===== src/sv/assert_macros.svh =====
// Assertion macros used by the RTL top level.
`ifndef ASSERT_MACROS_SVH
`define ASSERT_MACROS_SVH

// Same-cycle implication, disabled in reset.
`define ASSERT_IMPLIES(label, clk, rst, ante, cons, msg) \
  label: assert property (@(posedge clk) disable iff (rst) (ante) |-> (cons)) \
    else $error(msg);

// Next-cycle implication, disabled in reset.
`define ASSERT_NEXT(label, clk, rst, ante, cons, msg) \
  label: assert property (@(posedge clk) disable iff (rst) (ante) |=> (cons)) \
    else $error(msg);

`endif


===== src/sv/frm_pkg.sv =====
// Types and constants for the four-level radix map.
`timescale 1ns / 1ps
`default_nettype none

package frm_pkg;

  localparam int POOL_BLOCKS_DEF = 64;
  localparam int BLOCK_ENTRIES   = 256;
  localparam int IDX_W           = 8;
  localparam int LEVELS          = 4;
  localparam int WORD_W          = 32;

  typedef enum logic [1:0] {
    ACT_INSERT = 2'd0,
    ACT_GET    = 2'd1,
    ACT_DELETE = 2'd2,
    ACT_NONE   = 2'd3
  } action_t;

  typedef enum logic [2:0] {
    S_CLEAR,
    S_IDLE,
    S_READ,
    S_LINK,
    S_ALLOC,
    S_WRITE,
    S_DONE
  } walk_state_t;

  typedef struct packed {
    logic [WORD_W-1:0] read_value;
    logic              found;
    logic              status;
  } result_t;

endpackage

`default_nettype wire


===== src/sv/frm_walker.sv =====
// Walk and allocation sequencer, including the post-reset clearing pass.
`timescale 1ns / 1ps
`default_nettype none

module frm_walker #(
  parameter int POOL_BLOCKS = frm_pkg::POOL_BLOCKS_DEF,
  parameter int BW          = $clog2(POOL_BLOCKS),
  parameter int AW          = BW + frm_pkg::IDX_W
) (
  input  wire logic                       clk,
  input  wire logic                       rst,
  input  wire logic                       in_valid,
  output logic                            in_ready,
  input  wire logic [1:0]                 action,
  input  wire logic [31:0]                key,
  input  wire logic [31:0]                value,
  output logic                            done_valid,
  input  wire logic                       done_ready,
  output frm_pkg::result_t                res,
  output logic                            mem_we,
  output logic      [AW-1:0]              mem_waddr,
  output logic      [frm_pkg::WORD_W-1:0] mem_wdata,
  output logic      [AW-1:0]              mem_raddr,
  input  wire logic [frm_pkg::WORD_W-1:0] mem_rdata
);

  localparam int NW = $clog2(POOL_BLOCKS + 1);
  localparam int DEPTH = POOL_BLOCKS * frm_pkg::BLOCK_ENTRIES;
  localparam logic [AW-1:0] LAST_ADDR = AW'(DEPTH - 1);

  frm_pkg::walk_state_t state, state_next;
  logic [1:0]    lvl, lvl_next;
  logic [BW-1:0] cur_blk, cur_blk_next;
  logic [NW-1:0] nfb, nfb_next;
  logic [AW-1:0] clr, clr_next;
  frm_pkg::result_t res_next;

  frm_pkg::action_t op;
  logic [31:0] op_key;
  logic [31:0] op_val;

  logic [frm_pkg::IDX_W-1:0] idx;
  logic       link_ok;
  logic [1:0] need;
  logic       short;

  always_ff @(posedge clk) begin
    if (rst) begin
      state   <= frm_pkg::S_CLEAR;
      lvl     <= '0;
      cur_blk <= '0;
      nfb     <= NW'(1);
      clr     <= '0;
      res     <= '0;
    end else begin
      state   <= state_next;
      lvl     <= lvl_next;
      cur_blk <= cur_blk_next;
      nfb     <= nfb_next;
      clr     <= clr_next;
      res     <= res_next;
    end
  end

  always_ff @(posedge clk) begin
    if (in_valid && in_ready) begin
      op     <= frm_pkg::action_t'(action);
      op_key <= key;
      op_val <= (frm_pkg::action_t'(action) == frm_pkg::ACT_DELETE) ? 32'd0 : value;
    end
  end

  always_comb begin
    case (lvl)
      2'd0:    idx = op_key[31:24];
      2'd1:    idx = op_key[23:16];
      2'd2:    idx = op_key[15:8];
      default: idx = op_key[7:0];
    endcase
  end

  assign link_ok = (mem_rdata != '0) && (mem_rdata < 32'(POOL_BLOCKS));
  assign need    = 2'd3 - lvl;
  assign short   = ((NW+1)'(nfb) + (NW+1)'(need)) > (NW+1)'(POOL_BLOCKS);

  always_comb begin
    state_next   = state;
    lvl_next     = lvl;
    cur_blk_next = cur_blk;
    nfb_next     = nfb;
    clr_next     = clr;
    res_next     = res;
    in_ready     = 1'b0;
    done_valid   = 1'b0;
    mem_we       = 1'b0;
    mem_waddr    = {cur_blk, idx};
    mem_wdata    = '0;
    mem_raddr    = {cur_blk, idx};
    case (state)
      frm_pkg::S_CLEAR: begin
        mem_we    = 1'b1;
        mem_waddr = clr;
        clr_next  = clr + AW'(1);
        if (clr == LAST_ADDR) begin
          state_next = frm_pkg::S_IDLE;
        end
      end
      frm_pkg::S_IDLE: begin
        in_ready = 1'b1;
        if (in_valid) begin
          lvl_next     = '0;
          cur_blk_next = '0;
          res_next     = '0;
          if (frm_pkg::action_t'(action) == frm_pkg::ACT_NONE) begin
            state_next = frm_pkg::S_DONE;
          end else begin
            state_next = frm_pkg::S_READ;
          end
        end
      end
      frm_pkg::S_READ: begin
        state_next = frm_pkg::S_LINK;
      end
      frm_pkg::S_LINK: begin
        if (lvl == 2'd3) begin
          res_next.read_value = mem_rdata;
          res_next.found      = 1'b1;
          state_next          = frm_pkg::S_DONE;
        end else if (link_ok) begin
          cur_blk_next = mem_rdata[BW-1:0];
          lvl_next     = lvl + 2'd1;
          if (lvl == 2'd2 && op != frm_pkg::ACT_GET) begin
            state_next = frm_pkg::S_ALLOC;
          end else begin
            state_next = frm_pkg::S_READ;
          end
        end else if (op == frm_pkg::ACT_GET) begin
          state_next = frm_pkg::S_DONE;
        end else begin
          state_next = frm_pkg::S_ALLOC;
        end
      end
      frm_pkg::S_ALLOC: begin
        if (short) begin
          res_next.status = 1'b1;
          state_next      = frm_pkg::S_DONE;
        end else begin
          state_next = frm_pkg::S_WRITE;
        end
      end
      frm_pkg::S_WRITE: begin
        mem_we = 1'b1;
        if (lvl == 2'd3) begin
          mem_wdata  = op_val;
          state_next = frm_pkg::S_DONE;
        end else begin
          mem_wdata    = 32'(nfb);
          cur_blk_next = nfb[BW-1:0];
          nfb_next     = nfb + NW'(1);
          lvl_next     = lvl + 2'd1;
        end
      end
      frm_pkg::S_DONE: begin
        done_valid = 1'b1;
        if (done_ready) begin
          state_next = frm_pkg::S_IDLE;
        end
      end
      default: begin
        state_next = frm_pkg::S_IDLE;
      end
    endcase
  end

endmodule

`default_nettype wire

===== config.mk =====
export PLATFORM = sky130hd
export DESIGN_NAME = frm_walker
export DESIGN_NICKNAME = d
export VERILOG_FILES = /design/src/sv/assert_macros.svh /design/src/sv/frm_pkg.sv /design/src/sv/frm_walker.sv
export SDC_FILE = /design/constraint.sdc
export NUM_CORES = 1
export LEC_CHECK = 0
export BUFFER_PORTS_ARGS = -buffer_cell sky130_fd_sc_hd__buf_2
export CORE_AREA = 2 2 160 100
export DETAILED_ROUTE_END_ITERATION = 12
export DIE_AREA = 0 0 162 102
export PLACE_DENSITY = 0.65
export SLEW_MARGIN = 40
export SYNTH_ARGS = -nofsm -noshare
export SYNTH_HDL_FRONTEND = slang
export SYNTH_SLANG_ARGS = --single-unit
export TNS_END_PERCENT = 30

===== constraint.sdc =====
create_clock -name clk -period 5.9 [get_ports clk]
set_input_delay 0.295 -clock clk [delete_from_list [all_inputs] [get_ports clk]]
set_output_delay 0.295 -clock clk [all_outputs]
set_load 0.05 [all_outputs]

* Word-level counts from Yosys, hierarchy flattened
Index checks and enable logic that the tools add are counted.
Word-level totals: register bits after elaboration 132, word-level logic and storage cells 90
Operators by class: add/sub/neg operators 5, order comparisons 2, eq/ne operators 23, muxes and demuxes 33, bitwise operators 1, reduce and logical (&&, ||, !) cells 15
Operators with widths (count):
- 33-bit one-hot mux with 2 select lines | 1
- 32-bit two-way mux | 2
- 34-bit two-way mux | 1
- 33-bit two-way mux | 1
- 32-bit by 7-bit less-than comparator with 1-bit output (second input constant) | 1
- 32-bit nonzero test | 1
- 3-bit two-way mux | 8
- 6-bit two-way mux | 4
- 8-bit one-hot mux with 3 select lines | 1
- 3-bit one-hot mux with 7 select lines | 1
- 2-bit inequality test (second input constant) | 9
- 6-bit one-hot mux with 3 select lines | 1
- 14-bit by 1-bit adder with 14-bit output (second input constant) | 1
- 14-bit == test (second input constant) | 1
- 14-bit two-way mux | 1
- 2-bit two-way mux | 6
- 3-bit == test (second input constant) | 3
- 7-bit by 2-bit adder with 8-bit output | 1
- 2-bit == test (second input constant) | 4
- 8-bit by 7-bit greater-than comparator with 1-bit output (second input constant) | 1
- 7-bit by 1-bit adder with 7-bit output (second input constant) | 1
- 3-bit by 2-bit == test with 1-bit output (second input constant) | 2
- 2-bit one-hot mux with 3 select lines | 1
- 3-bit AND reduction | 2
- other kinds (17) | 24

* Depth between registers and ports, before layout
Gate-level depths: netlist of run 1.
depth after elaboration 6, mapped depth 9

* Worst setup path after synthesis of run 1
No wires, ideal clock.
path kind register to output, from register lvl[0], to output mem_waddr[3], arrival 2.561 ns, slack 3.044 ns, stages on the path, launching flop included 7, path buffers 2, path through dfxtp_1 > ha_1 > buf_4 > buf_1 > mux2i_1 > nand2_1 > nand2_1
Between the ends: cells in the longest elaborated chain, start to end 3, elaborated cells between the ends (all ways) 5, classes of those cells eq/ne: 2; mux: 2; reduce/logical: 1
Ends and longest elaborated chain:
- start: declaration | RTL line frm_walker.sv:32 | logic [1:0] lvl, lvl_next;
- start signal: assignment | RTL line frm_walker.sv:57 | lvl <= lvl_next;
- 2-bit == test, or another cell as far along | RTL line frm_walker.sv:74 | case (lvl)
- 8-bit one-hot mux with 3 select lines * | RTL line frm_walker.sv:74
- net mem_raddr[3] | RTL line frm_walker.sv:23 | output logic [AW-1:0] mem_raddr,
- 14-bit two-way mux * | RTL line frm_walker.sv:99 | case (state)
- end: declaration | RTL line frm_walker.sv:21 | output logic [AW-1:0] mem_waddr,
The timed path passes the listed nets; every way through them passes the cells marked *.

* Worst setup path after layout of run 1
from register state[1], to register res[23] (netlist bit)
Between the ends: cells in the longest elaborated chain, start to end 3, elaborated cells between the ends (all ways) 7, classes of those cells eq/ne: 4; mux: 1; reduce/logical: 2
Ends and longest elaborated chain:
- start: declaration | RTL line frm_walker.sv:31 | frm_pkg::walk_state_t state, state_next;
- start signal: assignment | RTL line frm_walker.sv:49 | state <= frm_pkg::S_CLEAR;
- start signal: assignment | RTL line frm_walker.sv:56 | state <= state_next;
- 3-bit by 2-bit == test with 1-bit output or 3-bit by 1-bit == test with 1-bit output (tied branches) | RTL line frm_walker.sv:99
- 2-bit inequality test (no line) or 2-bit nonzero test (tied branches)
- 3-bit AND reduction (no line)
- end signal: assignment | RTL line frm_walker.sv:61 | res <= res_next;
- end: declaration | RTL line frm_walker.sv:19 | output frm_pkg::result_t res,
Several ways; a longest one is shown, not always the timed one. A chain may end at the register's enable or synchronous reset.

==> impl_results.md, run 1 <==
- Status: finished clean
- Cell variety after synth: 49
- GR Util All Layers: 0.189
- Synthesized area per cell: 10.4 µm²
- Most common cell after layout, fill and taps aside: buf_2
- Mapped cell area: 5910 µm²
- Slowest cell on crit path: dfxtp_1
- Most frequent cells in the layout: buf_2 (198), dfxtp_1 (66), edfxtp_1 (66), nand2_1 (65), nor2_1 (58)
- Post-CTS Setup Bufs: 0
- Number of synthesized flops with an enable pin: 66
- GR Overflow Total: 0
- Routed Antenna Nets: 0
- Clock slew at reported path FFs: 60 ps
- Share of cells above drive strength 1: 0.321
- VDD IR-drop max: 163 µV
- Die height: 102 µm
- Hold Crit Class: primary input to register
- Worst Path Buf+Inv: 0
- IO Pins: 199
- CTS tree: built
- Initial DRC Count: 284
- Synth Instances: 571
- Slowest stage delay, CP: 690 ps
- TritonRoute pass-1 iters: 5
- Total wire length: 15.7 mm
- # fillers: 1,435
- Synth warn: 0
- Synthesized flop and latch total: 132
- Max Fclk: 375 MHz
- Num CTS Buffers: 17
- Critical Path, Cell by Cell: and3b_1, and2_2, nor2_4, a22oi_1, nor2_1
- Post-DR vias/cell: 5.12
- Rel. slew slack: 0.532
- Setup TNS: 0 ps
- RSZ-0062 raised after global routing: false
- Synth async-reset ratio: 0
- Fin util: 0.505
- CTS Hold Buffers Added: 0
- # DRC: 0
- Pin count of the biggest net entering global routing: 69
- Switching power: 549 µW
- Worst slew pin tran: 703 ps
- Total power: 2.18 mW
- Cells after DPL: 931
- Delay-heaviest family, CP: simple AND/OR/NAND/NOR gates
- Clock power share: 0.457
- Tcrit/Tclk final: 0.452
- Starting Density: 0.395
- Core area: 15,000 µm²
- Endpoint class of the critical path: register
- Final worst path period need: 2670 ps
- CP arrival: 2940 ps
- DR WL/cell: 16.3 µm
- Full die area: 16,500 µm²
- Number of global-route vias before repair: 4,791
- Fin cells: 963
- Startpoint type of the worst setup path: register
- WP data required: 6170 ps
- Seq pwr share: 0.461
- Maximum clock insertion buffer count: 2
- H-tree depth: 4
- Global-route wire length before repair: 24.5 mm
- # rows: 35
- Buffers on Ports: 198
- Post-place instance area: 6990 µm²
- Prevailing post-synth register cell: edfxtp_1
- Nets@finish: 859
- Comb power frac: 0.082
- Cell internal pwr: 1.63 mW
- Hpwl dp: 11.2 mm
- Setup violations, final: 0
- Area growth syn-to-layout: 27.8%
- Post-CTS Resized: 0
- Inserted Diodes: 0
- Total leakage power: 3.20 nW
- GP Congestion: 0.855
- Max Cap Viol: 0
- Final Hold Vio Count: 0
- Slew Limit Fails: 0
- Switching share of total power: 0.251
- CTS sink cnt: 132
- Final Instance Area: 7560 µm²
- Net Count, Synth: 683
- Crit Path Max Fanout: 32
- Initial antenna violation count: 0
- Via count: 4,928
- Seq/Total Area, Yosys: 0.559
- Clk_skew: 11.5 ps
- Die width: 162 µm
- Critical path type: register to register
- Root buffer cell: clkbuf_16
- Latest clock arrival within the worst-skew pair: 410 ps
- Power per cell area: 289 nW/µm²
==> cells in the mapped netlist, types with 5 or more instances <==
master / n / share of area
a211oi_1: 7 / 0.0089
a21oi_1: 22 / 0.019
a222oi_1: 8 / 0.014
a22oi_1: 32 / 0.041
and2_1: 34 / 0.036
and3_1: 27 / 0.029
buf_1: 8 / 0.0051
buf_2: 10 / 0.0085
clkbuf_1: 23 / 0.015
dfxtp_1: 66 / 0.22
edfxtp_1: 66 / 0.34
ha_1: 9 / 0.019
inv_1: 14 / 0.0089
mux2i_1: 16 / 0.027
nand2_1: 65 / 0.041
nand2b_1: 6 / 0.0063
nand3_1: 14 / 0.012
nand4_1: 8 / 0.0085
nor2_1: 58 / 0.037
nor3b_1: 5 / 0.0063
nor4_1: 9 / 0.0095
o21ai_0: 10 / 0.0085
or3_1: 6 / 0.0063
xor2_1: 12 / 0.018
==> flip-flops by register name, indices dropped and copies added, names as in the netlist <==
name	cells
state	3
op_val	32
lvl	2
clr	14
nfb	7
cur_blk	6
op	2
op_key	32
res	34
==> through the flow <==
stage | hold WS [ps] | setup WS [ps]
5_1_grt | 41.2 | 3000
6_report | 60.3 | 3230
3_5_place_dp | 450 | 3310
3_3_place_gp | 439 | 3070
2_1_floorplan | 394 | 3040
4_1_cts | 38.2 | 3250
==> kinds of logic (layout without fill, tap and decap cells) <==
family,count (synthesis),in the layout,synth area share
flip-flops,132,132,0.559
adder cells (fa/ha/maj),10,10,0.0224
XOR/XNOR,14,14,0.0207
buffers and inverters,58,247,0.0415
AO/OA/AOI/OAI,96,96,0.116
multiplexers,16,16,0.0271
AND/OR/NAND/NOR,245,245,0.213
==> worst reg2reg max path: cells and delay by family (launching register included) <==
family	cells	cell delay [ps]
AOI/OAI and AO/OA	1	260
DFF	1	690
and+or+nand+nor	4	1590
==> final timing paths <==
kind | from | end | slack [ps] | cells past startpoint
max | state[1] | res[23] | 3230 | 5
min | key[25] | op_key[25] | 60 | 1
max reg2reg | state[1] | res[23] | 3230 | 5
min reg2reg | res[3] | res[3] | 450 | 2
==> layout make-up <==
class | count | area, µm² | area share
inverter | 14 | 52.6 | 0.00695
multi-input combinational | 381 | 2370 | 0.314
timing repair buffer | 201 | 1020 | 0.135
clock inverter | 14 | 129 | 0.0171
tap | 203 | 254 | 0.0336
clock buffer | 18 | 429 | 0.0568
sequential | 132 | 3300 | 0.437
==> power groups by stage <==
| stage | clock, mW | sequential [mW] | combinational, mW |
|---|---|---|---|
| after CTS | 1.02 | 1.01 | 0.180 |
| final | 0.998 | 1.01 | 0.178 |
| after global routing | 1.06 | 1.01 | 0.196 |
| after floorplan | 0 | 1.03 | 0.104 |
| after global placement | 0 | 1.03 | 0.174 |
| after detailed placement | 0 | 1.03 | 0.179 |
==> metal layers <==
layer / track usage / vias up / wire [µm]
met5: 0 / - / 0
met4: 0.0545 / 0 / 173
met3: 0.0548 / 15 / 892
met2: 0.301 / 137 / 7380
met1: 0.254 / 2371 / 7290
li1: - / 2405 / -
(Power assumes the default switching activity.)
==> run 2, diff against run 1 <==
--- a/config.mk
+++ b/config.mk
@@ -9,7 +9,7 @@
 export CORE_AREA = 2 2 160 100
 export DETAILED_ROUTE_END_ITERATION = 12
 export DIE_AREA = 0 0 162 102
-export PLACE_DENSITY = 0.65
+export PLACE_DENSITY = 0.67
 export SLEW_MARGIN = 40
 export SYNTH_ARGS = -nofsm -noshare
 export SYNTH_HDL_FRONTEND = slang
==> constraint.sdc (replaced) <==
create_clock -name clk -period 2.4 [get_ports clk]
set_input_delay 0.12 -clock clk [delete_from_list [all_inputs] [get_ports clk]]
set_output_delay 0.12 -clock clk [all_outputs]
set_load 0.05 [all_outputs]
==> run 2 against run 1 <==
  * Sequential cell count stayed put
  * Non-clock buffer count is 108 higher
  * Clock power grew to 2.6 times the previous value
  * Clock skew is 0.56 ps higher
  * Sequential power is 150% higher
  * Via count is 10% higher
  * Total power grew to 2.6 times the previous value
  * Setup slack worse by 3100 ps
  * Final area is 16% higher
  * Wire length is 11% higher
  * Highest routed layer unchanged
==> impl_results.md, run 2 (synthesis results as in run 1) <==
- Clk_skew: 12.0 ps (+0.564 ps)
- IO Pins: 199 (unchanged)
- Switching share of total power: 0.246 (-0.00537)
- DR WL/cell: 16.3 µm (about the same)
- Post-DR vias/cell: 5.06 (-1.2%)
- Critical path type: register to primary output
- Final Hold Vio Count: 0 (unchanged)
- Core area: 15,000 µm² (unchanged)
- Switching power: 1.38 mW (+150%)
- # DRC: 0 (unchanged)
- Root buffer cell: clkbuf_16
- DP Worst Slack: 16.7 ps (-3300 ps)
- Starting Density: 0.395 (unchanged)
- Rel. slew slack: 0.449 (-0.0830)
- Clock slew at reported path FFs: 60 ps (about the same)
- Cell internal pwr: 4.23 mW (+160%)
- Max Fclk: 435 MHz
- Setup violations, final: 0 (unchanged)
- Clock power share: 0.455 (-0.002)
- Storage cell area: 3300 µm² (about the same)
- Total power: 5.61 mW (+160%)
- CTS sink cnt: 132 (unchanged)
- Fin cells: 1,072 (+11%)
- Latest clock arrival within the worst-skew pair: 420 ps (about the same)
- Initial DRC Count: 364 (+28%)
- Largest registers: res (34), op_key (32), op_val (32)
- Num CTS Buffers: 17 (unchanged)
- Cells after DPL: 945 (+1.5%)
- # rows: 35 (unchanged)
- Setup WS post-layout: 101 ps (-3130 ps)
- Share of cells above drive strength 1: 0.316 (-0.00538)
- Via count: 5,421 (+10%)
- Worst slew pin tran: 827 ps (+124 ps)
- Hpwl dp: 11.5 mm (+3.0%)
- Total leakage power: 3.71 nW (+16%)
- H-tree depth: 4 (unchanged)
- TritonRoute pass-1 iters: 5 (unchanged)
- Slew Limit Fails: 0 (unchanged)
- Hold Crit Class: primary input to register
- Tcrit/Tclk final: 0.958
- Startpoint type of the worst setup path: register
- VDD IR-drop max: 429 µV (+160%)
- RSZ-0062 raised after global routing: true
- Area growth syn-to-layout: 47.9%
- Largest Register: res
- Comb power frac: 0.103 (+0.021)
- Maximum clock insertion buffer count: 2 (unchanged)
- Pin count of the biggest net entering global routing: 46 (-33%)
- Number of global-route vias before repair: 5,397 (+13%)
- Die height: 102 µm (unchanged)
- Global-route wire length before repair: 27.0 mm (+10%)
- Full die area: 16,500 µm² (unchanged)
- Most frequent cells in the layout: buf_2 (198), dlygate4sd3_1 (93), edfxtp_1 (66), nand2_1 (65), dfxtp_1 (65)
- Nets@finish: 967 (+13%)
- Initial antenna violation count: 1 (+1)
- Total wire length: 17.5 mm (+11%)
- CTS tree: built
- GP Congestion: 0.867 (+1.4%)
- Routed Antenna Nets: 0 (unchanged)
- Endpoint class of the critical path: primary output
- Max Cap Viol: 0 (unchanged)
- Final worst path period need: 2300 ps
- Buffers on Ports: 198 (unchanged)
- GR Overflow Total: 0 (unchanged)
- Multi-input logic area: 2470 µm² (+4.1%)
- CP arrival: 2180 ps (-760 ps)
- Crit Path Max Fanout: 10 (-69%)
- Max reg flops: 34 (unchanged)
- # fillers: 1,263 (-12%)
- Most common cell after layout, fill and taps aside: buf_2
- GR Util All Layers: 0.210 (+0.0206)
- Status: finished clean
- Die width: 162 µm (unchanged)
- Seq pwr share: 0.442 (-0.019)
- WP data required: 2280 ps (-3890 ps)
- Power per cell area: 642 nW/µm² (+120%)
run 2: power groups by stage:
stage | logic (mW) | clock network (mW) | registers [mW]
final | 0.580 | 2.55 | 2.48
after global placement | 0.446 | 0 | 2.52
after global routing | 0.626 | 2.70 | 2.48
after detailed placement | 0.454 | 0 | 2.52
after CTS | 0.574 | 2.61 | 2.48
after floorplan | 0.261 | 0 | 2.53
run 2: area by class of cell:
class / count / area share
antenna: 1 / 0.000286
clock buffer: 18 / 0.0491
clock inverter: 14 / 0.0176
inverter: 14 / 0.00644
multi-input combinational: 381 / 0.282
sequential: 132 / 0.378
tap: 203 / 0.0291
timing repair buffer: 309 / 0.237
run 2: timing repair:
action                                 4_1_cts  5_1_grt
pin swaps                                    1        1
setup endpoints to repair                   21       41
cloned                                       0        0
endpoints found under the hold margin       93        0
hold buffers                                93        0
setup buffers                                0        1
gates resized for setup                      4        8
run 2: layer usage:
metal  vias to the layer above  wire length, µm  part of all wire  GRT usage
met1                      2579             7870              0.45      0.273
met5                         -                0                 0          0
met4                         0              328             0.019     0.0824
met2                       195             8310              0.47      0.345
li1                       2621                -                 -          -
met3                        26             1010             0.058     0.0491
run 2: worst max-delay path, stage by stage, from the launching register on:
cell and delay (ps):
dfxtp_1 330, inv_1 110, ha_2 310, a222oi_1 510, mux2i_2 150, nand2_1 90
nand2_1 50, buf_2 210
run 2: final timing paths:
check                      from           end  cells after the start  slack, ps
setup reg to reg         lvl[0]      state[0]                      8        110
hold / removal    mem_rdata[10]       res[12]                      3         10
setup / recovery         lvl[0]  mem_waddr[5]                      7        100
hold reg to reg          res[2]        res[2]                      2        450
run 2: per-stage QoR:
stage               area, µm²  hold slack [ps]  setup TNS [ps]   util
floorplan                5970              219            -849      -
global route             8740             3.22           -28.1  0.584
finish                   8740             10.7               0  0.584
global placement         7160              296               0  0.478
detailed placement       7160              298               0  0.478
CTS                      8690             2.90               0  0.580
